--- src/m4te_pkg.sv ---
`timescale 1ns / 1ps

package m4te_pkg;

    localparam int FRAC_BITS = 16;
    localparam int DATA_W    = 32;
    localparam int PROD_W    = 2 * DATA_W;
    localparam int ACC_W     = PROD_W + 2;
    localparam int STEP_W    = 6;
    localparam int IDX_W     = 4;

    localparam int S_TDATA_W = 168;
    localparam int M_TDATA_W = 128;
    localparam int S_TUSER_W = 3;
    localparam int M_TUSER_W = 1;

    localparam logic signed [DATA_W-1:0] Q_ONE   = DATA_W'(64'sd1 <<< FRAC_BITS);
    localparam logic signed [DATA_W-1:0] SAT_MAX = {1'b0, {(DATA_W-1){1'b1}}};
    localparam logic signed [DATA_W-1:0] SAT_MIN = {1'b1, {(DATA_W-1){1'b0}}};

    localparam logic [STEP_W-1:0] COMPOSE_LAST_STEP = STEP_W'(63);
    localparam logic [STEP_W-1:0] PASS_LAST_STEP    = STEP_W'(15);
    localparam logic [IDX_W-1:0]  XFORM_LAST_RES    = IDX_W'(3);
    localparam logic [IDX_W-1:0]  MATRIX_LAST_RES   = IDX_W'(15);

    typedef enum logic [2:0] {
        ACT_WR_M    = 3'd0,
        ACT_WR_B    = 3'd1,
        ACT_COMPOSE = 3'd2,
        ACT_SCALE   = 3'd3,
        ACT_XFORM   = 3'd4,
        ACT_RD_M    = 3'd5
    } t_action;

    typedef enum logic [1:0] {
        ST_IDLE,
        ST_RUN,
        ST_DRAIN,
        ST_DONE
    } t_state;

    typedef struct packed {
        logic              ready;
        logic              issue_vld;
        logic              first;
        logic              last;
        logic [STEP_W-1:0] step;
        logic [IDX_W-1:0]  ridx;
        logic              load_out;
        t_action           op;
    } t_seq_ctl;

endpackage

--- src/m4te_mac.sv ---
`timescale 1ns / 1ps

module m4te_mac (
    input  logic                                   i_clk,
    input  logic                                   i_rst_n,
    input  logic                                   i_vld,
    input  logic                                   i_first,
    input  logic                                   i_last,
    input  logic signed [m4te_pkg::DATA_W-1:0]     i_a,
    input  logic signed [m4te_pkg::DATA_W-1:0]     i_b,
    output logic                                   o_vld,
    output logic signed [m4te_pkg::DATA_W-1:0]     o_res,
    output logic                                   o_sat
);

    logic signed [m4te_pkg::PROD_W-1:0] r_prod;
    logic                               r_vld1;
    logic                               r_first1;
    logic                               r_last1;
    logic signed [m4te_pkg::ACC_W-1:0]  r_acc;
    logic signed [m4te_pkg::ACC_W-1:0]  n_acc;
    logic                               r_done;
    logic signed [m4te_pkg::ACC_W-1:0]  w_shift;

    always_ff @(posedge i_clk) begin
        if (!i_rst_n) begin
            r_vld1 <= 1'b0;
            r_done <= 1'b0;
        end else begin
            r_vld1 <= i_vld;
            r_done <= r_vld1 && r_last1;
        end
    end

    always_ff @(posedge i_clk) begin
        r_prod   <= i_a * i_b;
        r_first1 <= i_first;
        r_last1  <= i_last;
        if (r_vld1) begin
            r_acc <= n_acc;
        end
    end

    always_comb begin
        if (r_first1) begin
            n_acc = m4te_pkg::ACC_W'(r_prod);
        end else begin
            n_acc = r_acc + m4te_pkg::ACC_W'(r_prod);
        end
    end

    assign w_shift = r_acc >>> m4te_pkg::FRAC_BITS;

    always_comb begin
        o_vld = r_done;
        if (w_shift > m4te_pkg::ACC_W'(m4te_pkg::SAT_MAX)) begin
            o_res = m4te_pkg::SAT_MAX;
            o_sat = 1'b1;
        end else if (w_shift < m4te_pkg::ACC_W'(m4te_pkg::SAT_MIN)) begin
            o_res = m4te_pkg::SAT_MIN;
            o_sat = 1'b1;
        end else begin
            o_res = w_shift[m4te_pkg::DATA_W-1:0];
            o_sat = 1'b0;
        end
    end

endmodule

--- config.mk ---
export PLATFORM = sky130hd
export DESIGN_NAME = m4te_mac
export DESIGN_NICKNAME = d
export VERILOG_FILES = /design/src/m4te_pkg.sv /design/src/m4te_mac.sv
export SDC_FILE = /design/constraint.sdc
export NUM_CORES = 2
export LEC_CHECK = 0
export BUFFER_PORTS_ARGS = -buffer_cell sky130_fd_sc_hd__clkbuf_2
export CAP_MARGIN = 20
export CORE_MARGIN = 2
export CORE_UTILIZATION = 60
export DETAILED_ROUTE_END_ITERATION = 8
export GPL_TIMING_DRIVEN = 1
export MAX_ROUTING_LAYER = met4
export PLACE_DENSITY = 0.81
export REMOVE_ABC_BUFFERS = 1
export SYNTH_ARGS = -nofsm -noshare
export SYNTH_HDL_FRONTEND = slang
export SYNTH_SLANG_ARGS = --single-unit
--- constraint.sdc ---
create_clock -name i_clk -period 11.3 [get_ports i_clk]
set_input_delay 1.13 -clock i_clk [delete_from_list [all_inputs] [get_ports i_clk]]
set_output_delay 1.13 -clock i_clk [all_outputs]
set_load 0.01 [all_outputs]
==> flow_summary_export.csv <==
group,metric,value,unit
status,status,"completed",
layout,multi_input_area,36500,µm²
cts,post-cts-setup-buffers,0,
synth,synth_edf_count,66,
synth,synth_cells,4794,
cts,clkTransAtPathRegs,60,ps
critical_path,rr_endpoint,"r_acc[42]",
sta,rsz0062_at_grt,"no",
cts,cts_inserted_buffers,17,
grt,grt_max_degree,72,
sta,fmax,110,MHz
routing,drcViolationCount,0,
die,core,73200,µm²
synth,yosysTopAreaCell,"fa_1",
cts,cts_tree,"built",
layout,fin_cells,5668,
critical_path,r2r_setup_slack,7790,ps
layout,area_growth_syn_to_layout,3.52,%
place,dp_cells,5635,
place,globalplace.congestion,0.949,
layout,regArea,3350,µm²
cts,cts_buffer_depth,2,
die,start_util,60.8,%
die,die_w,276,µm
routing,vias,32800,
place,detailedPlace.worstSlack,1900,ps
critical_path,cp-startpoint,"i_b[8]",
sta,hold_viol,0,
layout,final_net_count,6096,
grt,grt_remaining_overflow,0,
routing,drtIter0Drc,2464,
synth,synthTopCellsByArea,"fa_1 49%, inv_1 8.4%, and2_1 7.5%, ha_1 7.0%, nand2_1 5.7%",
place,port_buffers,102,
die,die_area,76400,µm²
cts,post_cts_resized,0,
critical_path,reg2reg_depth,13,
routing,wl,115,mm
cts,htreeDepth,4,
grt,antenna_found_initial,2,
layout,final_cell_mix,"1083 x fa_1, 993 x inv_1, 670 x nand2_1",
cts,clkLatencyLatePin,430,ps
critical_path,worstSetupEndpointType,"register",
cts,clock-sinks,134,
synth,ys.flop_type,"dfxtp_1",
synth,yosysSeqAreaShare,7.51,%
routing,drtPass1Iterations,8,
critical_path,r2r-start,"r_acc[0]",
layout,drive_above_1_share,4.31,%
synth,ys_warn_count,0,
synth,synth-seq-cells,134,
sta,maxSlewViolCount,0,
sta,finalSetupTns,0,ps
worst_hold_path,hold_class,"reg2reg",
sta,finalSetupViolations,0,
grt,grt_pass1_vias,36300,
synth,synth_top_area_share,48.7,%
die,io_pins,103,
routing,viasPerCell,5.79,
cts,root_buffer,"clkbuf_16",
die,row_count,99,
synth,synth_cell_types,85,
die,die_y,276,µm
layout,mostFrequentLayoutCell,"fa_1",
sta,period_share,80.4,%
grt,grt_pass1_wl,191,mm
sta,timing.slew.headroom,33.3,%
grt,grt_usage,32.5,%
critical_path,crit_fanout,32,
critical_path,required,11610,ps
sta,finalClockSkew,11.5,ps
synth,async_reset_ff_share,0,%
sta,finalCriticalPeriod,9090,ps
cts,hold_buffers,0,
layout,fillers,5857,
routing,wl_per_cell,20.3,µm
flow_run,maxCapViolCount,0,
sta,fin_ws,2210,ps
critical_path,critPathKind,"in2reg",
routing,antenna_left,0,
sta,tightest_slew,1000,ps
synth,syn_area,44500,µm²
critical_path,critPathLaunchType,"input port",
critical_path,crit_end,"r_prod[63]",
critical_path,worstPathArrival,9400,ps
synth,syn_avg_cell_area,9.28,µm²
place,dpl.hpwl,92.2,mm
-- logic make-up (layout without fill, tap and decap cells) --
logic type      after synthesis  count (layout)  synth area share [%]
flops                       134             134                  7.51
simple gates               1472            1472                  16.4
buf+inv                    1239            1153                  10.5
fa+ha+maj                  1332            1332                  55.7
xor+xnor                    122             122                  2.40
compound gates              490             490                  7.37
other cells                   0               1                     0
mux                           5               5                 0.129
-- state kept, by name (all words and copies together) (netlist names) --
register / count
r_vld1: 1
r_first1: 1
r_last1: 1
o_vld: 1
r_acc: 66
r_prod: 64
-- stage by stage --
stage	hold WS [ps]	cell area [µm²]	util, %
2_1_floorplan	429	43600	-
3_3_place_gp	434	45500	62.1
3_5_place_dp	438	45500	62.1
4_1_cts	447	46100	62.9
5_1_grt	456	46100	62.9
6_report	447	46100	62.9
-- worst min path at each step --
stage	from	end	slack, ps	depth (start not counted)
after floorplan	r_last1	o_vld	430	1
after global placement	r_last1	o_vld	430	1
after detailed placement	r_last1	o_vld	440	1
after CTS	r_last1	o_vld	450	1
after global routing	r_last1	o_vld	460	1
final	r_last1	o_vld	450	1
-- cell usage after synthesis, types with 5 or more instances --
cell type / number
o21a_1: 19
a211oi_1: 9
and3_1: 16
o21bai_1: 24
nand4_1: 23
nand3_1: 31
fa_1: 1083
o22ai_1: 6
nor2b_1: 18
clkbuf_1: 235
nand3b_1: 5
inv_1: 993
o21ai_0: 106
and2_1: 531
nor4_1: 6
o31ai_1: 11
nand2_1: 670
o211ai_1: 11
nor3_1: 25
o21ai_1: 16
and4_1: 8
a31oi_1: 15
nor3b_1: 5
xor2_1: 42
xnor2_1: 80
a21oi_1: 127
nand2b_1: 19
a21o_1: 72
buf_2: 6
ha_1: 249
edfxtp_1: 66
a21boi_0: 6
nor2_1: 96
dfxtp_1: 68
a211o_1: 5
-- layer usage --
metal | wire (µm) | track usage (%) | up-vias | share of wire (%)
met5 | 0 | - | - | 0
met4 | 3990 | 10.2 | 0 | 3.5
met3 | 10300 | 5.85 | 326 | 9.0
met2 | 56000 | 54.0 | 1610 | 49
met1 | 44500 | 40.7 | 16700 | 39
li1 | - | - | 14200 | -
-- critical path: stages --
cell      delay (ps)
clkbuf_2         720
nand2_1          290
fa_1             800
fa_1             550
fa_1             560
inv_1             60
fa_1             490
fa_1             620
fa_1             450
fa_1             530
fa_1             420
ha_1             400
and2_1           220
nand3_1          150
nor4_1           420
o211ai_1         260
a311oi_1         420
o21ai_0          230
a21oi_1          320
o21ai_0          180
xnor2_1          140
-- layout make-up --
type	count	share of cell area, %
clock inverters	10	0.261
flip-flops and latches	134	7.27
inverters	995	8.11
clock buffers	22	1.01
well taps	959	2.60
repair buffers	126	1.50
diodes	1	0.00543
multi-input cells	3421	79.2
Power is left out: the tool's default activity adds up to more than one toggle a clock period on the data nets, which glitch-free logic cannot reach.
