**src/m4te_pkg.sv**
```systemverilog
`timescale 1ns / 1ps

package m4te_pkg;

    localparam int FRAC_BITS = 16;
    localparam int DATA_W    = 32;
    localparam int PROD_W    = 2 * DATA_W;
    localparam int ACC_W     = PROD_W + 2;
    localparam int STEP_W    = 6;
    localparam int IDX_W     = 4;

    localparam int S_TDATA_W = 168;
    localparam int M_TDATA_W = 128;
    localparam int S_TUSER_W = 3;
    localparam int M_TUSER_W = 1;

    localparam logic signed [DATA_W-1:0] Q_ONE   = DATA_W'(64'sd1 <<< FRAC_BITS);
    localparam logic signed [DATA_W-1:0] SAT_MAX = {1'b0, {(DATA_W-1){1'b1}}};
    localparam logic signed [DATA_W-1:0] SAT_MIN = {1'b1, {(DATA_W-1){1'b0}}};

    localparam logic [STEP_W-1:0] COMPOSE_LAST_STEP = STEP_W'(63);
    localparam logic [STEP_W-1:0] PASS_LAST_STEP    = STEP_W'(15);
    localparam logic [IDX_W-1:0]  XFORM_LAST_RES    = IDX_W'(3);
    localparam logic [IDX_W-1:0]  MATRIX_LAST_RES   = IDX_W'(15);

    typedef enum logic [2:0] {
        ACT_WR_M    = 3'd0,
        ACT_WR_B    = 3'd1,
        ACT_COMPOSE = 3'd2,
        ACT_SCALE   = 3'd3,
        ACT_XFORM   = 3'd4,
        ACT_RD_M    = 3'd5
    } t_action;

    typedef enum logic [1:0] {
        ST_IDLE,
        ST_RUN,
        ST_DRAIN,
        ST_DONE
    } t_state;

    typedef struct packed {
        logic              ready;
        logic              issue_vld;
        logic              first;
        logic              last;
        logic [STEP_W-1:0] step;
        logic [IDX_W-1:0]  ridx;
        logic              load_out;
        t_action           op;
    } t_seq_ctl;

endpackage

```
**src/m4te_seq.sv**
```systemverilog
`timescale 1ns / 1ps

module m4te_seq (
    input  logic                        i_clk,
    input  logic                        i_rst_n,
    input  logic                        i_accept,
    input  m4te_pkg::t_action           i_op,
    input  logic                        i_res_vld,
    input  logic                        i_out_free,
    output m4te_pkg::t_seq_ctl          o_ctl
);

    m4te_pkg::t_state                   r_state;
    m4te_pkg::t_state                   n_state;
    m4te_pkg::t_action                  r_op;
    m4te_pkg::t_action                  n_op;
    logic [m4te_pkg::STEP_W-1:0]        r_step;
    logic [m4te_pkg::STEP_W-1:0]        n_step;
    logic [m4te_pkg::IDX_W-1:0]         r_ridx;
    logic [m4te_pkg::IDX_W-1:0]         n_ridx;
    logic [m4te_pkg::STEP_W-1:0]        w_last_step;
    logic [m4te_pkg::IDX_W-1:0]         w_last_res;

    always_ff @(posedge i_clk) begin
        if (!i_rst_n) begin
            r_state <= m4te_pkg::ST_IDLE;
            r_op    <= m4te_pkg::ACT_WR_M;
            r_step  <= '0;
            r_ridx  <= '0;
        end else begin
            r_state <= n_state;
            r_op    <= n_op;
            r_step  <= n_step;
            r_ridx  <= n_ridx;
        end
    end

    always_comb begin
        n_state = r_state;
        n_op    = r_op;
        n_step  = r_step;
        n_ridx  = r_ridx;

        w_last_step = (r_op == m4te_pkg::ACT_COMPOSE) ? m4te_pkg::COMPOSE_LAST_STEP
                                                      : m4te_pkg::PASS_LAST_STEP;
        w_last_res  = (r_op == m4te_pkg::ACT_XFORM) ? m4te_pkg::XFORM_LAST_RES
                                                    : m4te_pkg::MATRIX_LAST_RES;

        o_ctl           = '0;
        o_ctl.step      = r_step;
        o_ctl.ridx      = r_ridx;
        o_ctl.op        = r_op;
        if (r_op == m4te_pkg::ACT_SCALE) begin
            o_ctl.first = 1'b1;
            o_ctl.last  = 1'b1;
        end else begin
            o_ctl.first = (r_step[1:0] == 2'd0);
            o_ctl.last  = (r_step[1:0] == 2'd3);
        end

        if (i_res_vld) begin
            n_ridx = r_ridx + 1'b1;
        end

        case (r_state)
            m4te_pkg::ST_IDLE: begin
                o_ctl.ready = 1'b1;
                if (i_accept) begin
                    if (i_op inside {m4te_pkg::ACT_COMPOSE, m4te_pkg::ACT_SCALE,
                                     m4te_pkg::ACT_XFORM}) begin
                        n_op    = i_op;
                        n_step  = '0;
                        n_ridx  = '0;
                        n_state = m4te_pkg::ST_RUN;
                    end else if (i_op == m4te_pkg::ACT_RD_M) begin
                        n_op    = i_op;
                        n_state = m4te_pkg::ST_DONE;
                    end
                end
            end
            m4te_pkg::ST_RUN: begin
                o_ctl.issue_vld = 1'b1;
                if (r_step == w_last_step) begin
                    n_state = m4te_pkg::ST_DRAIN;
                end else begin
                    n_step = r_step + 1'b1;
                end
            end
            m4te_pkg::ST_DRAIN: begin
                if (i_res_vld && (r_ridx == w_last_res)) begin
                    n_state = (r_op == m4te_pkg::ACT_XFORM) ? m4te_pkg::ST_DONE
                                                            : m4te_pkg::ST_IDLE;
                end
            end
            m4te_pkg::ST_DONE: begin
                o_ctl.load_out = i_out_free;
                if (i_out_free) begin
                    n_state = m4te_pkg::ST_IDLE;
                end
            end
            default: begin
                n_state = m4te_pkg::ST_IDLE;
            end
        endcase
    end

endmodule

```
**config.mk**
```make
export PLATFORM = sky130hd
export DESIGN_NAME = m4te_seq
export DESIGN_NICKNAME = d
export VERILOG_FILES = /design/src/m4te_pkg.sv /design/src/m4te_seq.sv
export SDC_FILE = /design/constraint.sdc
export NUM_CORES = 1
export LEC_CHECK = 0
export BUFFER_PORTS_ARGS = -buffer_cell sky130_fd_sc_hd__clkbuf_2
export CELL_PAD_IN_SITES_DETAIL_PLACEMENT = 0
export CELL_PAD_IN_SITES_GLOBAL_PLACEMENT = 1
export CORE_MARGIN = 2
export CORE_UTILIZATION = 37
export CTS_CLUSTER_DIAMETER = 80
export DETAILED_ROUTE_END_ITERATION = 8
export PLACE_DENSITY_LB_ADDON = 0.1
export SLEW_MARGIN = 40
export SYNTH_ARGS = -nofsm -noshare
export SYNTH_HDL_FRONTEND = slang
export SYNTH_SLANG_ARGS = --single-unit
export TNS_END_PERCENT = 10
```
**constraint.sdc**
```tcl
create_clock -name i_clk -period 4.55 [get_ports i_clk]
set_input_delay 0.2275 -clock i_clk [delete_from_list [all_inputs] [get_ports i_clk]]
set_output_delay 0.2275 -clock i_clk [all_outputs]
set_load 0.02 [all_outputs]
```
==> reports/qor.json, run 1 <==
{
  "die": {
    "fp.dieH_um": 52.9,
    "rows": 17,
    "fp.coreArea_um2": 2230,
    "boundaryPins": 26,
    "die_w_um": 52.9,
    "die_area_um2": 2790,
    "floorplan.initialDensity_pct": 39.6
  },
  "timing": {
    "fin_worst_skew_ns": 0.00489,
    "timing_hold_violations_final": 0,
    "layout_worst_path_cycle_share_pct": 37.5,
    "final.setup.worst_slack_ns": 2.85,
    "period_needed_ns": 1.70,
    "setup_viol_count_final": 0,
    "worst_slew_margin_relative_to_its_limit_pct": 74.0,
    "finalHoldWorstSlack_ns": 0.211,
    "slew_viol_final": 0,
    "worstMarginPinSlew_ns": 0.390,
    "fmaxAchievable_mhz": 587,
    "final.setup.tns_ns": 0,
    "grt_setup_unrepaired": "false"
  },
  "yosys": {
    "synth_enable_flop_cells": 0,
    "yosys_register_bits": 15,
    "syn-cell-area_um2": 883,
    "synthTopCellsByArea": "dfxtp_1, nor2_1, nand2_1, xor2_1, ha_1",
    "yosysWarnings": 0,
    "post_synth_inst_count": 110,
    "syn_area_per_cell_um2": 8.03,
    "synth.net_count": 121,
    "yosysSeqAreaShare_pct": 34.0,
    "yosysTopAreaCellShare_pct": 34.0,
    "synth_cell_type_count": 39,
    "async_flop_share_pct": 0,
    "synth-main-ff-cell": "dfxtp_1",
    "yosys.area.top_type": "dfxtp_1"
  },
  "setup_path": {
    "cp_slowest_stage_delay_ns": 0.44,
    "path_depth": 5,
    "worst_setup_path_start_kind": "flip-flop",
    "worstReg2RegStart": "r_op[1]",
    "cpMaxStageDelayCell": "dfxtp_1",
    "worstPathCellList": "nor3b_2 -> mux2i_2 -> o21ai_2 -> or3_1 -> a21oi_1",
    "worst-path-max-fanout": 6,
    "crit_required_ns": 4.76,
    "critPathTopFamily": "simple AND/OR/NAND/NOR gates",
    "timing.critical_path.arrival_ns": 1.92,
    "endpoint_kind": "flip-flop",
    "crit_start": "r_op[1]",
    "critical_path_type": "reg2reg",
    "path_buf_inv": 0,
    "worst-r2r-cell-count": 5
  },
  "power_and_ir_drop": {
    "p_per_area_nw_per_um2": 286,
    "ir_drop_uv": 141,
    "power_leakage_nw": 0.469,
    "totalPowerFinal_mw": 0.300
  },
  "min_path": {
    "hp-class": "in2reg",
    "hold_path.startpoint": "i_op[0]",
    "min_delay_path_depth": 3
  },
  "finish": {
    "antenna_cells": 0,
    "num-nets-final": 148,
    "final_common_cell": "clkbuf_2",
    "area.growth.synth_to_final_pct": 18.8,
    "finalNonFillerCells": 164,
    "final_cell_mix": "clkbuf_2, dfxtp_1, nor2_1",
    "drive_above_1_share_pct": 27.9
  },
  "grt": {
    "grt_start_max_net_pins": 13,
    "grt_antenna_before_repair": 0,
    "grt_overflow": 0,
    "grt.total_usage_pct": 15.4,
    "first_global_vias": 712,
    "grt_pass1_wl_um": 3170
  },
  "outcome": {
    "result_of_the_run": "completed"
  },
  "drt": {
    "remaining_drc_errors": 0,
    "drtIter0Drc": 10,
    "wl_per_cell_um": 11.5,
    "final_wl_um": 1890,
    "first_pass_iters": 4,
    "vias": 816,
    "detail_route.vias_per_cell": 4.98,
    "detail_route_antenna_nets": 0
  },
  "clock_tree": {
    "ctsHoldBuffers": 0,
    "post_cts_buffers": 0,
    "insertion_delay_ns": 0.28,
    "path_clk_slew_ns": 0.09,
    "number_of_buffers_added_by_the_clock_tree_synthesis_step": 3,
    "post_cts_resized": 0,
    "clkSinkCount": 15,
    "clk_root_buffer_cell": "clkbuf_4",
    "cts-htree-levels": 1,
    "cts_tree": "done",
    "cts.path.max_buffers": 2
  },
  "placement": {
    "placed_cells": 160,
    "preCtsSetupSlack_ns": 2.87,
    "globalplace.congestion": 0.794,
    "port-buffer-count": 25,
    "place.detailed.hpwl_um": 1480
  },
  "run": {
    "max-cap-violations": 0
  }
}
-- kinds of logic after synthesis --
family / share of synthesized area [%]
simple gates: 30.2
compound gates: 16.4
flops: 34.0
buf+inv: 4.39
xor+xnor: 6.94
mux: 3.82
fa+ha+maj: 4.25
-- worst reg2reg max path, stage by stage, from the launching register on --
cell and delay (ns):
dfxtp_1 0.44, nor3b_2 0.25, mux2i_2 0.36, o21ai_2 0.14, or3_1 0.32, a21oi_1 0.14
-- report_power, final --
part | switching [mW] | internal, mW | leakage, nW
logic | 0.0436 | 0.0287 | 0.332
clock network | 0.0425 | 0.0340 | 0.0150
registers | 0.0129 | 0.139 | 0.122
total | 0.0990 | 0.202 | 0.469
-- state kept, by name, summed over array words and instances, names as in the netlist --
register and count:
r_step 6, r_state 2, r_ridx 4, r_op 3
-- synth_stat cells, types with 2 or more instances --
| cell type | n |
|---|---|
| o21ai_0 | 7 |
| and2_1 | 3 |
| nand2_1 | 13 |
| ha_1 | 3 |
| a21oi_1 | 5 |
| xnor2_1 | 2 |
| nand3_1 | 3 |
| nor2_1 | 14 |
| nand4_1 | 3 |
| xor2_1 | 5 |
| mux2i_1 | 2 |
| a21boi_0 | 2 |
| inv_1 | 5 |
| dfxtp_1 | 15 |
| nor3b_2 | 2 |
| and3_1 | 3 |
-- stage by stage --
step / util, % / area (um2)
2_1_floorplan: - / 883
3_3_place_gp: 45.8 / 1020
3_5_place_dp: 45.8 / 1020
4_1_cts: 47.0 / 1050
5_1_grt: 47.0 / 1050
6_report: 47.0 / 1050
-- layer usage --
layer  GRT usage (%)  vias up  share of wire [%]
met5               0        -                  0
met4            5.13        0                1.1
met3            3.39        4                4.5
met2            23.5       17                 44
met1            21.2      365                 50
li1                -      430                  -
-- worst paths after layout --
path          endpoint  slack [ns]
max          r_step[2]        2.85
min            r_op[0]        0.21
max reg2reg  r_step[2]        2.85
min reg2reg  r_step[5]        0.52
-- layout make-up --
type                            instances  area (um2)
Clock buffer                            4        26.3
Fill cell                             254        1180
Inverter                                5        18.8
Multi-Input combinational cell         87         544
Sequential cell                        15         300
Tap cell                               28        35.0
Timing Repair Buffer                   25         125
No activity file was read; power rests on OpenSTA's default activity.
==> run 2, diff against run 1 <==
--- a/config.mk
+++ b/config.mk
@@ -5,11 +5,12 @@
 export SDC_FILE = /design/constraint.sdc
 export NUM_CORES = 1
 export LEC_CHECK = 0
+export ABC_AREA = 1
 export BUFFER_PORTS_ARGS = -buffer_cell sky130_fd_sc_hd__clkbuf_2
 export CELL_PAD_IN_SITES_DETAIL_PLACEMENT = 0
 export CELL_PAD_IN_SITES_GLOBAL_PLACEMENT = 1
 export CORE_MARGIN = 2
-export CORE_UTILIZATION = 37
+export CORE_UTILIZATION = 34
 export CTS_CLUSTER_DIAMETER = 80
 export DETAILED_ROUTE_END_ITERATION = 8
 export PLACE_DENSITY_LB_ADDON = 0.1
==> constraint.sdc (replaced) <==
create_clock -name i_clk -period 1.7 [get_ports i_clk]
set_input_delay 0.085 -clock i_clk [delete_from_list [all_inputs] [get_ports i_clk]]
set_output_delay 0.085 -clock i_clk [all_outputs]
set_load 0.02 [all_outputs]
==> run 2 against run 1 <==
Against the previous run:
- utilization down 4.2 points
- clock skew up 0.0022 ns
- global-route usage down 0.79 points
- largest cell class unchanged
==> reports/qor.json, run 2 <==
{
  "outcome": {
    "result_of_the_run": "completed"
  },
  "grt": {
    "grt.total_usage_pct": 14.6,
    "first_global_vias": 888,
    "grt_overflow": 0,
    "grt_pass1_wl_um": 3750,
    "grt_antenna_before_repair": 0,
    "grt_start_max_net_pins": 9
  },
  "yosys": {
    "synth_most_common_cell": "nand2_1",
    "ys_top_cells_by_count": "nand2_1, inv_1, nor2_1, nand3_1, dfxtp_1",
    "synth-main-ff-cell": "dfxtp_1",
    "syn-cell-area_um2": 942,
    "synth_cell_type_count": 24,
    "async_flop_share_pct": 0,
    "synthTopCellsByArea": "dfxtp_1, nand2_1, nand3_1, inv_1, nor2_1",
    "yosysTopAreaCellShare_pct": 31.9,
    "synth_enable_flop_cells": 0,
    "yosys_register_bits": 15,
    "yosysSeqAreaShare_pct": 31.9,
    "post_synth_inst_count": 148,
    "yosys.area.top_type": "dfxtp_1",
    "synth.net_count": 159,
    "yosysWarnings": 0,
    "syn_area_per_cell_um2": 6.37
  },
  "power_and_ir_drop": {
    "p_per_area_nw_per_um2": 1210,
    "totalPowerFinal_mw": 1.39,
    "power_leakage_nw": 0.577,
    "ir_drop_uv": 744
  },
  "finish": {
    "nFillCells": 308,
    "antenna_cells": 0,
    "finalNonFillerCells": 210,
    "num-nets-final": 191,
    "biggestRegsByFlops": "r_step (6), r_ridx (4), r_op (3)",
    "final_core_util_pct": 42.8,
    "seqCellArea_um2": 300,
    "final_design_area_no_fill_um2": 1150,
    "register_with_the_most_flip_flops": "r_step",
    "area_of_combinational_cells_with_multiple_inputs_um2": 558,
    "drive_above_1_share_pct": 23.5,
    "area.growth.synth_to_final_pct": 22.0,
    "final_cell_mix": "nand2_1, clkbuf_2, inv_1",
    "final_common_cell": "nand2_1",
    "largest_register_ffs": 6
  },
  "placement": {
    "preCtsSetupSlack_ns": 0.171,
    "place.detailed.hpwl_um": 1770,
    "globalplace.congestion": 0.830,
    "placed_cells": 206,
    "port-buffer-count": 25,
    "placement.cell_area_um2": 1120
  },
  "drt": {
    "drtIter0Drc": 23,
    "vias": 1007,
    "first_pass_iters": 5,
    "final_wl_um": 2140,
    "detail_route_antenna_nets": 0,
    "detail_route.vias_per_cell": 4.80,
    "wl_per_cell_um": 10.2,
    "remaining_drc_errors": 0
  },
  "min_path": {
    "hold_path.startpoint": "i_res_vld",
    "hp-class": "in2reg"
  },
  "clock_tree": {
    "post_cts_resized": 0,
    "clk_root_buffer_cell": "clkbuf_4",
    "cts_tree": "done",
    "number_of_buffers_added_by_the_clock_tree_synthesis_step": 3,
    "cts.path.max_buffers": 2,
    "insertion_delay_ns": 0.28,
    "cts-htree-levels": 1,
    "clkSinkCount": 15,
    "ctsHoldBuffers": 0,
    "path_clk_slew_ns": 0.08,
    "post_cts_buffers": 0
  },
  "setup_path": {
    "crit_start": "r_step[1]",
    "critical_path_type": "reg2reg",
    "worst-path-max-fanout": 6,
    "timing.critical_path.arrival_ns": 1.72,
    "crit_required_ns": 1.91,
    "cp_slowest_stage_delay_ns": 0.42,
    "cpMaxStageDelayCell": "dfxtp_1",
    "endpoint_kind": "flip-flop",
    "worstReg2RegStart": "r_step[1]",
    "worst_setup_path_start_kind": "flip-flop",
    "reg2reg_setup_slack_ns": 0.19,
    "worstPathCellList": "ha_1 -> inv_1 -> nor2_2 -> nand4_2 -> nand2_4 -> nand2_1 -> a21oi_1"
  },
  "timing": {
    "final.setup.tns_ns": 0,
    "worstMarginPinSlew_ns": 0.284,
    "layout_worst_path_cycle_share_pct": 88.7,
    "final.setup.worst_slack_ns": 0.192,
    "grt_setup_unrepaired": "false",
    "fin_worst_skew_ns": 0.00704,
    "fmaxAchievable_mhz": 663,
    "slew_viol_final": 0,
    "setup_viol_count_final": 0,
    "timing_hold_violations_final": 0,
    "finalHoldWorstSlack_ns": 0.0697,
    "worst_slew_margin_relative_to_its_limit_pct": 81.0,
    "period_needed_ns": 1.51
  },
  "die": {
    "rows": 19,
    "fp.dieH_um": 56.6,
    "floorplan.initialDensity_pct": 35.1,
    "fp.coreArea_um2": 2690,
    "boundaryPins": 26,
    "die_area_um2": 3210,
    "die_w_um": 56.6
  },
  "run": {
    "max-cap-violations": 0
  }
}
==> run 2: final timing paths <==
check / to / cells after the start
setup reg to reg: r_step[5] / 7
hold / removal: r_ridx[1] / 2
hold reg to reg: r_op[1] / 2
setup / recovery: r_step[5] / 7
==> run 2: critical path: cells and delay by family, from the launching register on <==
family | cells | cell delay (ns)
simple gates | 4 | 0.58
flops | 1 | 0.42
compound gates | 1 | 0.13
buf+inv | 1 | 0.09
fa+ha+maj | 1 | 0.22
==> run 2: final cells by class <==
class,instances,share of cell area [%]
multi-input cells,110,48.5
flip-flops and latches,15,26.1
repair buffers,27,12.2
inverters,23,7.51
well taps,31,3.37
clock buffers,4,2.29
==> run 2: logic make-up (layout without fill, tap and decap cells) <==
| kind of cell | after synthesis | after routing | share of synthesized area, % |
|---|---|---|---|
| AOI/OAI and AO/OA | 17 | 17 | 9.69 |
| xor gates and xnor gates | 3 | 3 | 2.79 |
| adders and majority gates | 3 | 3 | 3.98 |
| buffers and inverters | 23 | 54 | 9.16 |
| DFF | 15 | 15 | 31.9 |
| and+or+nand+nor | 87 | 87 | 42.5 |
==> run 2: report_power, final <==
part / switching (mW) / internal [mW] / total (mW)
Sequential: 0.0715 / 0.407 / 0.479
Clock: 0.108 / 0.0908 / 0.199
Combinational: 0.472 / 0.240 / 0.713
==> run 2: layer usage <==
layer  GRT usage (%)  wire, um  vias to the layer above
met5               0         0                        -
met4            6.80        16                        0
met3            2.53        86                        2
met2            22.6       969                       15
met1            19.5      1070                      453
li1                -         -                      537
==> run 3, diff against run 2 <==
--- a/config.mk
+++ b/config.mk
@@ -14,6 +14,7 @@
 export CTS_CLUSTER_DIAMETER = 80
 export DETAILED_ROUTE_END_ITERATION = 8
 export PLACE_DENSITY_LB_ADDON = 0.1
+export RECOVER_POWER = 100
 export SLEW_MARGIN = 40
 export SYNTH_ARGS = -nofsm -noshare
 export SYNTH_HDL_FRONTEND = slang
==> run 3 against run 2 <==
Against the previous run:
- critical path depth stayed put
- fmax is essentially flat
- clock power about the same
- die area did not move
- cell count unchanged
- combinational power down 4.9%
- critical path type unchanged
==> reports/qor.json, run 3 (same netlist as run 2, synthesis figures left out) <==
{
  "power_and_ir_drop": {
    "power.share.clock_pct": 14.7,
    "p_per_area_nw_per_um2": 1210,
    "combinationalPowerShare_pct": 50.1,
    "switching_share_pct": 47.4,
    "seq_power_share_pct": 35.1,
    "cell_internal_pwr_mw": 0.713,
    "switching_power_mw": 0.641,
    "ir_drop_uv": 733,
    "power_leakage_nw": 0.515,
    "totalPowerFinal_mw": 1.35
  },
  "grt": {
    "grt.busiest_layer": "met2",
    "grt_overflow": 0,
    "grt_util_met1_pct": 19.5,
    "grt_antenna_before_repair": 0,
    "grt.total_usage_pct": 14.6,
    "use_met2_pct": 22.6,
    "first_global_vias": 888,
    "grt_start_max_net_pins": 9,
    "grt_pass1_wl_um": 3750,
    "grt.met3_usage_pct": 2.53
  },
  "die": {
    "fp.dieH_um": 56.6,
    "boundaryPins": 26,
    "rows": 19,
    "floorplan.initialDensity_pct": 35.1,
    "die_w_um": 56.6,
    "fp.coreArea_um2": 2690,
    "die_area_um2": 3210
  },
  "drt": {
    "first_pass_iters": 6,
    "remaining_drc_errors": 0,
    "wl_per_cell_um": 10.2,
    "final_wl_um": 2150,
    "detail_route_antenna_nets": 0,
    "detail_route.vias_per_cell": 4.80,
    "vias": 1008,
    "drtIter0Drc": 21
  },
  "setup_path": {
    "critical_path_type": "reg2reg",
    "worstPathCellList": "ha_1 -> inv_1 -> nor2_2 -> nand4_2 -> nand2_4 -> nand2_1 -> a21oi_1",
    "regToRegEndpoint": "r_step[5]",
    "cp_slowest_stage_delay_ns": 0.42,
    "worst-r2r-cell-count": 7,
    "endpoint_kind": "flip-flop",
    "cpMaxStageDelayCell": "dfxtp_1",
    "path_buf_inv": 1,
    "worst_setup_path_start_kind": "flip-flop",
    "critPathTopFamily": "simple AND/OR/NAND/NOR gates",
    "crit_required_ns": 1.91,
    "worstReg2RegStart": "r_step[1]",
    "path_depth": 7,
    "reg2reg_setup_slack_ns": 0.19,
    "worst-path-max-fanout": 6,
    "timing.critical_path.arrival_ns": 1.72
  },
  "timing": {
    "setup_viol_count_final": 0,
    "fmaxAchievable_mhz": 663,
    "worstMarginPinSlew_ns": 0.446,
    "fin_worst_skew_ns": 0.00676,
    "grt_setup_unrepaired": "false",
    "finalHoldWorstSlack_ns": 0.0689,
    "timing_hold_violations_final": 0,
    "final.setup.tns_ns": 0,
    "period_needed_ns": 1.51,
    "worst_slew_margin_relative_to_its_limit_pct": 70.1,
    "layout_worst_path_cycle_share_pct": 88.7,
    "slew_viol_final": 0
  },
  "placement": {
    "port-buffer-count": 25,
    "placement.cell_area_um2": 1120,
    "place.detailed.hpwl_um": 1770,
    "globalplace.congestion": 0.830,
    "placed_cells": 206
  },
  "finish": {
    "register_with_the_most_flip_flops": "r_step",
    "largest_register_ffs": 6,
    "antenna_cells": 0,
    "final_cell_mix": "nand2_1, inv_1, nor2_1, clkbuf_1, nand3_1",
    "area.growth.synth_to_final_pct": 18.7,
    "biggestRegsByFlops": "r_step (6), r_ridx (4), r_op (3)",
    "finalNonFillerCells": 210,
    "final_design_area_no_fill_um2": 1120,
    "seqCellArea_um2": 300,
    "nFillCells": 317,
    "final_common_cell": "nand2_1",
    "area_of_combinational_cells_with_multiple_inputs_um2": 549,
    "drive_above_1_share_pct": 11.7,
    "num-nets-final": 191
  },
  "clock_tree": {
    "post_cts_buffers": 0,
    "ctsHoldBuffers": 0,
    "cts_tree": "done",
    "path_clk_slew_ns": 0.08,
    "cts.path.max_buffers": 2,
    "clk_root_buffer_cell": "clkbuf_4",
    "cts-htree-levels": 1,
    "number_of_buffers_added_by_the_clock_tree_synthesis_step": 3,
    "clkSinkCount": 15,
    "post_cts_resized": 0,
    "insertion_delay_ns": 0.28
  },
  "run": {
    "max-cap-violations": 0
  },
  "min_path": {
    "min_delay_path_depth": 2,
    "hp-class": "in2reg",
    "whs_endpoint": "r_ridx[1]",
    "hold_path.startpoint": "i_res_vld"
  },
  "outcome": {
    "result_of_the_run": "completed"
  }
}
[run 3: stage by stage]
stage / utilization, % / worst slack, ns
after floorplan: - / 0.185
after global placement: 41.7 / 0.268
after detailed placement: 41.7 / 0.171
after CTS: 42.7 / 0.137
after global routing: 41.6 / 0.00349
final: 41.6 / 0.193
[run 3: worst max-delay path by stage]
stage                          from        end
after floorplan           r_step[0]  r_step[5]
after global placement    r_step[1]  r_step[3]
after detailed placement  r_step[1]  r_step[5]
after CTS                 r_step[1]  r_step[5]
after global routing      r_step[1]  r_step[2]
final                     r_step[1]  r_step[5]
[run 3: area by class of cell]
type / count / area share (%)
clock buffer: 4 / 2.35
inverter: 23 / 7.72
timing repair buffer: 27 / 10.5
sequential: 15 / 26.8
tap: 31 / 3.47
multi-input combinational: 110 / 49.1
[run 3: power groups by stage]
stage               clock network (mW)  logic, mW  registers (mW)
floorplan                            0      0.464           0.531
global placement                     0      0.728           0.488
detailed placement                   0      0.722           0.487
CTS                              0.209      0.723           0.480
global route                     0.224      0.784           0.485
finish                           0.199      0.678           0.476
[run 3: layer usage]
metal | vias up | wire length (um)
met1 | 454 | 1090
met3 | 2 | 80
met5 | - | 0
met4 | 0 | 16
met2 | 15 | 965
li1 | 537 | -
